### src/hw/rtl/peq_pkg.sv
// ----------------------------------------------------------------------------
// Priority event queue package
// Sizes, codes, slot record type and bitmap scan helpers.
// ----------------------------------------------------------------------------
package peq_pkg;

    localparam int SLOT_COUNT  = 16;
    localparam int PRIO_LEVELS = 32;
    localparam int ID_COUNT    = 48;

    localparam int SLOT_W = $clog2(SLOT_COUNT);
    localparam int LVL_W  = $clog2(PRIO_LEVELS);

    localparam int ACTION_W  = 2;
    localparam int PRIO_W    = 5;
    localparam int ID_W      = 6;
    localparam int PAYLOAD_W = 32;
    localparam int LENGTH_W  = 16;
    localparam int STATUS_W  = 3;

    localparam int ID_EN_W    = 48;
    localparam int PRIO_EN_W  = 32;
    localparam int CFG_DATA_W = 48;
    localparam int CFG_IDX_W  = 2;

    typedef enum logic [STATUS_W-1:0] {
        ST_OK,
        ST_ID_OFF,
        ST_PRIO_OFF,
        ST_FULL,
        ST_EMPTY
    } t_status;

    typedef enum logic [ACTION_W-1:0] {
        ACT_SUBMIT,
        ACT_DISPATCH,
        ACT_FLUSH,
        ACT_NONE
    } t_action;

    typedef enum logic [CFG_IDX_W-1:0] {
        CFG_ID_ENABLE,
        CFG_PRIO_ENABLE
    } t_cfg_reg;

    typedef enum logic [1:0] {
        S_IDLE,
        S_READ,
        S_DONE
    } t_state;

    typedef struct packed {
        logic [PRIO_W-1:0]    prio;
        logic [ID_W-1:0]      id;
        logic [PAYLOAD_W-1:0] payload;
        logic [LENGTH_W-1:0]  length;
    } t_slot_rec;

    localparam int SLOT_DATA_W = $bits(t_slot_rec);

    function automatic logic [ID_EN_W-1:0] id_en_mask();
        logic [ID_EN_W-1:0] m;
        for (int i = 0; i < ID_EN_W; i++) begin
            m[i] = (i < ID_COUNT);
        end
        return m;
    endfunction

    function automatic logic [PRIO_EN_W-1:0] prio_en_mask();
        logic [PRIO_EN_W-1:0] m;
        for (int i = 0; i < PRIO_EN_W; i++) begin
            m[i] = (i < PRIO_LEVELS);
        end
        return m;
    endfunction

    localparam logic [ID_EN_W-1:0]   ID_EN_MASK   = id_en_mask();
    localparam logic [PRIO_EN_W-1:0] PRIO_EN_MASK = prio_en_mask();

    // Index of the lowest set bit; zero when the map is empty.
    function automatic logic [LVL_W-1:0] first_level(input logic [PRIO_LEVELS-1:0] map);
        logic [LVL_W-1:0] idx;
        idx = '0;
        for (int i = PRIO_LEVELS - 1; i >= 0; i--) begin
            if (map[i]) begin
                idx = LVL_W'(i);
            end
        end
        return idx;
    endfunction

    function automatic logic [SLOT_W-1:0] first_slot(input logic [SLOT_COUNT-1:0] map);
        logic [SLOT_W-1:0] idx;
        idx = '0;
        for (int i = SLOT_COUNT - 1; i >= 0; i--) begin
            if (map[i]) begin
                idx = SLOT_W'(i);
            end
        end
        return idx;
    endfunction

endpackage

### src/hw/rtl/peq_ram.sv
// ----------------------------------------------------------------------------
// Priority event queue RAM
// Simple dual-port synchronous RAM, one write and one registered read port.
// ----------------------------------------------------------------------------
module peq_ram #(
    parameter int WIDTH = 8,
    parameter int DEPTH = 16
) (
    input  logic                     i_clk,
    input  logic                     i_we,
    input  logic [$clog2(DEPTH)-1:0] i_waddr,
    input  logic [WIDTH-1:0]         i_wdata,
    input  logic                     i_re,
    input  logic [$clog2(DEPTH)-1:0] i_raddr,
    output logic [WIDTH-1:0]         o_rdata
);

    logic [WIDTH-1:0] r_mem [DEPTH];
    logic [WIDTH-1:0] r_rdata;

    always_ff @(posedge i_clk) begin
        if (i_we) begin
            r_mem[i_waddr] <= i_wdata;
        end
        if (i_re) begin
            r_rdata <= r_mem[i_raddr];
        end
    end

    assign o_rdata = r_rdata;

endmodule

### src/hw/rtl/priority_event_queue.sv
// ----------------------------------------------------------------------------
// Priority event queue
// Bitmap-priority ready queue: a pool of event slots linked into one FIFO
// per priority level, held in synchronous RAMs.
// ----------------------------------------------------------------------------
//
//   channel   handshake                   payload
//   -------   -------------------------   ------------------------------------
//   input     i_in_valid / o_in_ready     i_action i_prio i_id i_payload
//                                         i_length
//   result    o_out_valid / i_out_ready   o_status o_out_prio o_out_id
//                                         o_out_payload o_out_length
//   config    i_cfg_valid / o_cfg_ready   i_cfg_index i_cfg_data
//
// One beat in, one beat out. Submit, flush, refused and empty-dispatch beats
// go from S_IDLE straight to S_DONE; a served dispatch passes S_READ first:
// the head pointer must return before the record and link at that slot are read.
// One item is in flight at a time; the result register lets the next beat
// be accepted while a finished result still waits on i_out_ready.
// Reset is synchronous: every slot free, no level busy, all enables set, and
// both ready outputs low while it is held. RAM contents are not cleared,
// every entry is written before its read value is used.
// ----------------------------------------------------------------------------
module priority_event_queue (
    input  logic                                i_clk,
    input  logic                                i_rst_n,

    input  logic                                i_in_valid,
    output logic                                o_in_ready,
    input  logic [peq_pkg::ACTION_W-1:0]        i_action,
    input  logic [peq_pkg::PRIO_W-1:0]          i_prio,
    input  logic [peq_pkg::ID_W-1:0]            i_id,
    input  logic [peq_pkg::PAYLOAD_W-1:0]       i_payload,
    input  logic [peq_pkg::LENGTH_W-1:0]        i_length,

    output logic                                o_out_valid,
    input  logic                                i_out_ready,
    output logic [peq_pkg::STATUS_W-1:0]        o_status,
    output logic [peq_pkg::PRIO_W-1:0]          o_out_prio,
    output logic [peq_pkg::ID_W-1:0]            o_out_id,
    output logic [peq_pkg::PAYLOAD_W-1:0]       o_out_payload,
    output logic [peq_pkg::LENGTH_W-1:0]        o_out_length,

    input  logic                                i_cfg_valid,
    output logic                                o_cfg_ready,
    input  logic [peq_pkg::CFG_IDX_W-1:0]       i_cfg_index,
    input  logic [peq_pkg::CFG_DATA_W-1:0]      i_cfg_data
);

    import peq_pkg::*;

    // Control state
    t_state                 r_state, n_state;
    logic [ID_EN_W-1:0]     r_id_en;
    logic [PRIO_EN_W-1:0]   r_prio_en;
    logic [PRIO_LEVELS-1:0] r_nonempty, n_nonempty;
    logic [SLOT_COUNT-1:0]  r_free, n_free;
    logic                   r_out_valid, n_out_valid;

    // Item held while in flight
    t_action                r_op;
    t_status                r_status;
    logic                   r_work;
    logic [LVL_W-1:0]       r_level;
    logic [SLOT_W-1:0]      r_slot;
    t_slot_rec              r_rec;

    // Result register
    t_status                r_out_status;
    t_slot_rec              r_out_rec;

    // Accept-cycle decode
    t_action                act;
    logic                   in_fire;
    logic                   id_ok;
    logic                   prio_ok;
    logic                   do_work;
    t_status                acc_status;
    logic [LVL_W-1:0]       lvl_sel;

    // Commit-cycle controls
    logic                   commit;
    logic                   sub_commit;
    logic                   dsp_commit;
    logic                   last_in_level;

    // RAM ports
    logic                   head_we, tail_we, link_we, slot_we;
    logic [SLOT_W-1:0]      head_wdata;
    logic [SLOT_W-1:0]      head_rdata, tail_rdata, link_rdata;
    logic [SLOT_DATA_W-1:0] slot_rdata;
    logic                   lvl_re, slot_re;

    // Hold both channels off while reset is applied.
    assign o_in_ready  = i_rst_n && (r_state == S_IDLE);
    assign o_cfg_ready = i_rst_n;
    assign in_fire     = i_in_valid && o_in_ready;
    assign act         = t_action'(i_action);

    // Id checked first, then the level, then the pool.
    assign id_ok   = (int'(i_id) < ID_COUNT) && r_id_en[i_id];
    assign prio_ok = (int'(i_prio) < PRIO_LEVELS) && r_prio_en[i_prio];

    always_comb begin
        acc_status = ST_OK;
        do_work    = 1'b0;
        case (act)
            ACT_SUBMIT: begin
                if (!id_ok) begin
                    acc_status = ST_ID_OFF;
                end else if (!prio_ok) begin
                    acc_status = ST_PRIO_OFF;
                end else if (r_free == '0) begin
                    acc_status = ST_FULL;
                end else begin
                    do_work = 1'b1;
                end
            end
            ACT_DISPATCH: begin
                if (r_nonempty == '0) begin
                    acc_status = ST_EMPTY;
                end else begin
                    do_work = 1'b1;
                end
            end
            default: begin
                acc_status = ST_OK;
            end
        endcase
    end

    // Dispatch serves the most urgent busy level; submit targets its own.
    assign lvl_sel = (act == ACT_DISPATCH) ? first_level(r_nonempty) : LVL_W'(i_prio);

    // Head and tail of the level are read in the accept cycle.
    assign lvl_re  = in_fire;
    // Slot record and link are read at the head slot in the following cycle, in S_READ.
    assign slot_re = (r_state == S_READ);

    assign commit        = (r_state == S_DONE) && (!r_out_valid || i_out_ready);
    assign sub_commit    = commit && r_work && (r_op == ACT_SUBMIT);
    assign dsp_commit    = commit && r_work && (r_op == ACT_DISPATCH);
    assign last_in_level = (tail_rdata == head_rdata);

    // Submit links the new slot behind the old tail, or starts the list.
    // Dispatch advances the head unless the popped slot was the tail.
    assign slot_we    = sub_commit;
    assign tail_we    = sub_commit;
    assign link_we    = sub_commit && r_nonempty[r_level];
    assign head_we    = (sub_commit && !r_nonempty[r_level])
                     || (dsp_commit && !last_in_level);
    assign head_wdata = sub_commit ? r_slot : link_rdata;

    always_comb begin
        n_state     = r_state;
        n_nonempty  = r_nonempty;
        n_free      = r_free;
        n_out_valid = r_out_valid;

        if (r_out_valid && i_out_ready) begin
            n_out_valid = 1'b0;
        end

        case (r_state)
            S_IDLE: begin
                if (in_fire) begin
                    n_state = (act == ACT_DISPATCH && do_work) ? S_READ : S_DONE;
                end
            end
            S_READ: begin
                n_state = S_DONE;
            end
            S_DONE: begin
                if (commit) begin
                    n_state     = S_IDLE;
                    n_out_valid = 1'b1;
                    if (r_op == ACT_FLUSH) begin
                        n_free     = '1;
                        n_nonempty = '0;
                    end
                    if (sub_commit) begin
                        n_free[r_slot]      = 1'b0;
                        n_nonempty[r_level] = 1'b1;
                    end
                    if (dsp_commit) begin
                        n_free[head_rdata] = 1'b1;
                        if (last_in_level) begin
                            n_nonempty[r_level] = 1'b0;
                        end
                    end
                end
            end
            default: begin
                n_state = S_IDLE;
            end
        endcase
    end

    // Control registers
    always_ff @(posedge i_clk) begin
        if (!i_rst_n) begin
            r_state     <= S_IDLE;
            r_nonempty  <= '0;
            r_free      <= '1;
            r_out_valid <= 1'b0;
            r_id_en     <= ID_EN_MASK;
            r_prio_en   <= PRIO_EN_MASK;
        end else begin
            r_state     <= n_state;
            r_nonempty  <= n_nonempty;
            r_free      <= n_free;
            r_out_valid <= n_out_valid;
            if (i_cfg_valid) begin
                case (t_cfg_reg'(i_cfg_index))
                    CFG_ID_ENABLE: begin
                        r_id_en <= ID_EN_W'(i_cfg_data) & ID_EN_MASK;
                    end
                    CFG_PRIO_ENABLE: begin
                        r_prio_en <= PRIO_EN_W'(i_cfg_data) & PRIO_EN_MASK;
                    end
                    default: begin
                        r_id_en <= r_id_en;
                    end
                endcase
            end
        end
    end

    // Capture the item and its decode on accept; hold until commit.
    always_ff @(posedge i_clk) begin
        if (in_fire) begin
            r_op        <= act;
            r_status    <= acc_status;
            r_work      <= do_work;
            r_level     <= lvl_sel;
            r_slot      <= first_slot(r_free);
            r_rec.prio    <= i_prio;
            r_rec.id      <= i_id;
            r_rec.payload <= i_payload;
            r_rec.length  <= i_length;
        end
    end

    // Result register: only a served dispatch carries event fields.
    always_ff @(posedge i_clk) begin
        if (commit) begin
            r_out_status <= r_status;
            r_out_rec    <= dsp_commit ? t_slot_rec'(slot_rdata) : '0;
        end
    end

    assign o_out_valid   = r_out_valid;
    assign o_status      = r_out_status;
    assign o_out_prio    = r_out_rec.prio;
    assign o_out_id      = r_out_rec.id;
    assign o_out_payload = r_out_rec.payload;
    assign o_out_length  = r_out_rec.length;

    // Per-level head pointers
    peq_ram #(.WIDTH(SLOT_W), .DEPTH(PRIO_LEVELS)) u_head_ram (
        .i_clk   (i_clk),
        .i_we    (head_we),
        .i_waddr (r_level),
        .i_wdata (head_wdata),
        .i_re    (lvl_re),
        .i_raddr (lvl_sel),
        .o_rdata (head_rdata)
    );

    // Per-level tail pointers
    peq_ram #(.WIDTH(SLOT_W), .DEPTH(PRIO_LEVELS)) u_tail_ram (
        .i_clk   (i_clk),
        .i_we    (tail_we),
        .i_waddr (r_level),
        .i_wdata (r_slot),
        .i_re    (lvl_re),
        .i_raddr (lvl_sel),
        .o_rdata (tail_rdata)
    );

    // Per-slot next links
    peq_ram #(.WIDTH(SLOT_W), .DEPTH(SLOT_COUNT)) u_link_ram (
        .i_clk   (i_clk),
        .i_we    (link_we),
        .i_waddr (tail_rdata),
        .i_wdata (r_slot),
        .i_re    (slot_re),
        .i_raddr (head_rdata),
        .o_rdata (link_rdata)
    );

    // Per-slot event records
    peq_ram #(.WIDTH(SLOT_DATA_W), .DEPTH(SLOT_COUNT)) u_slot_ram (
        .i_clk   (i_clk),
        .i_we    (slot_we),
        .i_waddr (r_slot),
        .i_wdata (r_rec),
        .i_re    (slot_re),
        .i_raddr (head_rdata),
        .o_rdata (slot_rdata)
    );

endmodule

### config.mk
export PLATFORM = sky130hd
export DESIGN_NAME = priority_event_queue
export DESIGN_NICKNAME = d
export VERILOG_FILES = /design/src/hw/rtl/peq_pkg.sv /design/src/hw/rtl/peq_ram.sv /design/src/hw/rtl/priority_event_queue.sv
export SDC_FILE = /design/constraint.sdc
export NUM_CORES = 2
export LEC_CHECK = 0
export BUFFER_PORTS_ARGS = -buffer_cell sky130_fd_sc_hd__clkbuf_2
export CORE_MARGIN = 4
export CORE_UTILIZATION = 66
export DETAILED_ROUTE_END_ITERATION = 12
export PLACE_DENSITY = 0.81
export SKIP_LAST_GASP = 1
export SLEW_MARGIN = 20
export SYNTH_ARGS = -nofsm -noshare
export SYNTH_HDL_FRONTEND = slang
export SYNTH_SLANG_ARGS = --single-unit
### constraint.sdc
create_clock -name i_clk -period 13.05 [get_ports i_clk]
set_input_delay 1.305 -clock i_clk [delete_from_list [all_inputs] [get_ports i_clk]]
set_output_delay 1.305 -clock i_clk [all_outputs]
set_load 0.02 [all_outputs]
==> results.sh <==
export IMPL_antenna_found_initial=2
export IMPL_tightest_slew_ns=1.22
export IMPL_synthArstFlopShare_pct=0
export IMPL_required_ns=13.53
export IMPL_cts_hold_buf=0
export IMPL_yosys_mux_area_fraction_pct=14.0
export IMPL_yosys_warnings=0
export IMPL_critPathMaxStageDelay_ns=0.65
export IMPL_crit_slowest_cell="nor4b_1"
export IMPL_synth_common_cells="edfxtp_1 (1471), mux4_2 (348), nand2_1 (334), clkbuf_1 (135), dfxtp_1 (131)"
export IMPL_grt_pass1_vias=34578
export IMPL_synth_edff_count=1471
export IMPL_avgSynthCellArea_sq_um=18.9
export IMPL_path_clk_slew_ns=0.07
export IMPL_chipHeight_um=314
export IMPL_critPathKind="input port to register"
export IMPL_final_setup_skew_ns=0.0314
export IMPL_synth_top_family_by_area="multiplexers"
export IMPL_layout_nets=3576
export IMPL_die_area_sq_um=98500
export IMPL_crit_path_cell_trace="clkbuf_2 -> nand2b_1 -> a2bb2oi_1 -> o2111ai_4 -> nand2_2 -> buf_4 -> inv_4 -> buf_4 -> nand2_1 -> a311oi_1 -> nor4b_1 -> a2111oi_2"
export IMPL_clock_latency_ns=0.77
export IMPL_cts_num_sinks=1602
export IMPL_synthSimpleGateAreaFrac_pct=5.53
export IMPL_cp_top_family="buffers and inverters"
export IMPL_critPathLaunchType="input port"
export IMPL_multi_input_area_sq_um=14300
export IMPL_grt_overflow=0
export IMPL_finalCritPeriodShare_pct=37.5
export IMPL_drtIter0Drc=5816
export IMPL_maxCapViolCount=0
export IMPL_htree_num_levels=4
export IMPL_synth_distinct_cells=66
export IMPL_crit_top_cell="buf_4"
export IMPL_powerDensity_nw_per_um2=153
export IMPL_cp_buffers_inverters=4
export IMPL_r2r_end="u_tail_ram.o_rdata[0]$_DFFE_PP_"
export IMPL_cts_repair_resized=0
export IMPL_tns_ns=0
export IMPL_worstRegToRegCells=11
export IMPL_synth_area_leader_cell="edfxtp_1"
export IMPL_synth_xor_area_share_pct=0.0568
export IMPL_initial_core_util_pct=66.9
export IMPL_area_growth_pct=11.9
export IMPL_std_cell_rows=111
export IMPL_whs_ns=0.426
export IMPL_drive_above_1_share_pct=23.8
export IMPL_ys_seq_area_share_pct=75.8
export IMPL_avgViaCountPerCell=7.05
export IMPL_synth_compound_area_share_pct=3.22
export IMPL_cp_arrival_ns=5.38
export IMPL_syn_nets=3373
export IMPL_critPathMaxFanout=84
export IMPL_ys_ff_latch=1602
export IMPL_maxSlewViolCount=0
export IMPL_drcViolationCount=0
export IMPL_fin_crit_ns=4.89
export IMPL_ir_drop_mv=0.128
export IMPL_synth_ff_type="edfxtp_1"
export IMPL_io_pins=181
export IMPL_finalSetupViolCount=0
export IMPL_fmax_ghz=0.204
export IMPL_grt_use_total_pct=32.6
export IMPL_finalWeightedCongestion=0.923
export IMPL_grt_setup_unrepaired="no"
export IMPL_seq_area_sq_um=46800
export IMPL_grt_pass1_wl_mm=233
export IMPL_io_buffers=180
export IMPL_postRouteAntennaNets=0
export IMPL_diodes=0
export IMPL_yosysTopAreaCellShare_pct=71.6
export IMPL_synthMostInstantiatedCell="edfxtp_1"
export IMPL_synthAdderAreaFrac_pct=0
export IMPL_hold_class="register to register"
export IMPL_dp_hpwl_mm=78.7
export IMPL_synth_top_cells_by_area="edfxtp_1 (72%), mux4_2 (13%), dfxtp_1 (4.2%)"
export IMPL_r2r_setup_slack_ns=8.37
export IMPL_wire_per_inst_um=33.0
export IMPL_cts_buffer_depth=3
export IMPL_syn_area_sq_um=61700
export IMPL_root_buffer="clkbuf_16"
export IMPL_status="completed"
export IMPL_critical_path_depth=12
export IMPL_cts_tree="built"
export IMPL_die_w_um=314
export IMPL_cts_buffers=154
export IMPL_synthCells=3257
export IMPL_startpoint="i_action[1]"
export IMPL_endpoint_kind="register"
export IMPL_rr_startpoint="r_nonempty[24]$_SDFFE_PN0P_"
export IMPL_coreArea_sq_um=92200
export IMPL_cts_setup_buffers=0
export IMPL_relSlewSlack_pct=17.9
export IMPL_p_leak_nw=22.5
export IMPL_drt_total_wl_mm=159
export IMPL_grt_max_degree=152
export IMPL_fill_cells=4906
export IMPL_dr_total_vias=33992
export IMPL_endpoint="u_tail_ram.o_rdata[0]$_DFFE_PP_"
export IMPL_hold_viol_final=0
export IMPL_first_pass_iters=8
## worst min path at each step
stage / from / end / slack, ns / cells past startpoint
after floorplan: r_status[0]$_DFFE_PP_ / o_status[0]$_DFFE_PP_ / 0.40 / 0
after global placement: r_status[0]$_DFFE_PP_ / o_status[0]$_DFFE_PP_ / 0.41 / 0
after detailed placement: r_status[2]$_DFFE_PP_ / o_status[2]$_DFFE_PP_ / 0.41 / 0
after CTS: r_status[0]$_DFFE_PP_ / o_status[0]$_DFFE_PP_ / 0.42 / 0
after global routing: r_status[2]$_DFFE_PP_ / o_status[2]$_DFFE_PP_ / 0.44 / 0
final: r_status[0]$_DFFE_PP_ / o_status[0]$_DFFE_PP_ / 0.43 / 0
## worst register-to-register path, cell delays in order, from the launching register on
cell       delay, ns
dfxtp_1         0.36
or4_1           0.53
o221a_1         0.33
o2111ai_4       0.29
nand2_2         0.07
buf_4           0.33
inv_4           0.52
buf_4           0.94
nand2_1         0.19
a311oi_1        0.39
nor4b_1         0.16
a2111oi_2       0.37
## area by class of cell
type / instances / area share, %
tap: 1243 / 2.25
multi-input combinational: 1454 / 20.6
timing repair buffer: 235 / 2.04
sequential: 1602 / 67.8
clock buffer: 191 / 6.00
inverter: 13 / 0.0779
clock inverter: 86 / 1.20
## metrics by stage
step	cell area [sq um]	setup slack (ns)	total power [mW]	std cells	utilization, %
5_1_grt	69000	7.99	10.9	4824	74.9
2_1_floorplan	61700	5.66	6.09	3257	-
6_report	69000	8.16	10.6	4824	74.9
3_3_place_gp	64000	7.75	6.21	4545	69.4
3_5_place_dp	64000	7.52	6.23	4545	69.4
4_1_cts	69000	8.24	10.6	4822	74.8
## cells in the final DEF, fill, tap and decap left out, types with 14 or more instances in the layout
cell type	n
edfxtp_1	1471
mux4_2	348
nand2_1	329
clkbuf_2	179
clkbuf_16	160
dfxtp_1	131
nand3_1	119
nor2_1	95
mux2i_1	81
a21oi_1	63
and2_1	62
buf_4	46
o21a_1	37
o21ai_0	35
clkinv_1	29
clkbuf_1	29
o31ai_1	28
a21boi_0	25
nor3_1	23
clkinv_2	23
nand2b_1	22
o221ai_1	16
a31oi_1	14
bufinv_16	14
## flip-flops by register name, summed over array words and instances (netlist names), 5 cells and up
register,flops
u_head_ram.r_mem,128
r_nonempty,32
u_link_ram.r_mem,64
o_out_payload,32
u_slot_ram.r_mem,944
r_prio_en,32
r_free,16
o_out_length,16
r_level,5
r_rec,59
r_id_en,48
o_out_prio,5
o_out_id,6
u_tail_ram.r_mem,128
u_slot_ram.o_rdata,59
## logic make-up after synthesis
logic type / count (synthesis)
buffers and inverters: 201
xor gates and xnor gates: 4
DFF: 1602
AOI/OAI and AO/OA: 279
and+or+nand+nor: 741
muxes: 430
## routing by layer
layer | track usage [%] | share of wire, % | vias to the layer above
met5 | 0 | 0.0082 | -
met4 | 13.7 | 5.0 | 2
met3 | 6.37 | 10 | 551
met2 | 53.6 | 50 | 2730
met1 | 43.7 | 35 | 17232
li1 | - | - | 13477
## report_power, final
part | switching [mW] | internal, mW
Combinational | 0.271 | 0.204
Clock | 1.92 | 2.53
Sequential | 0.0494 | 5.62
No activity file was read; power rests on OpenSTA's default activity.
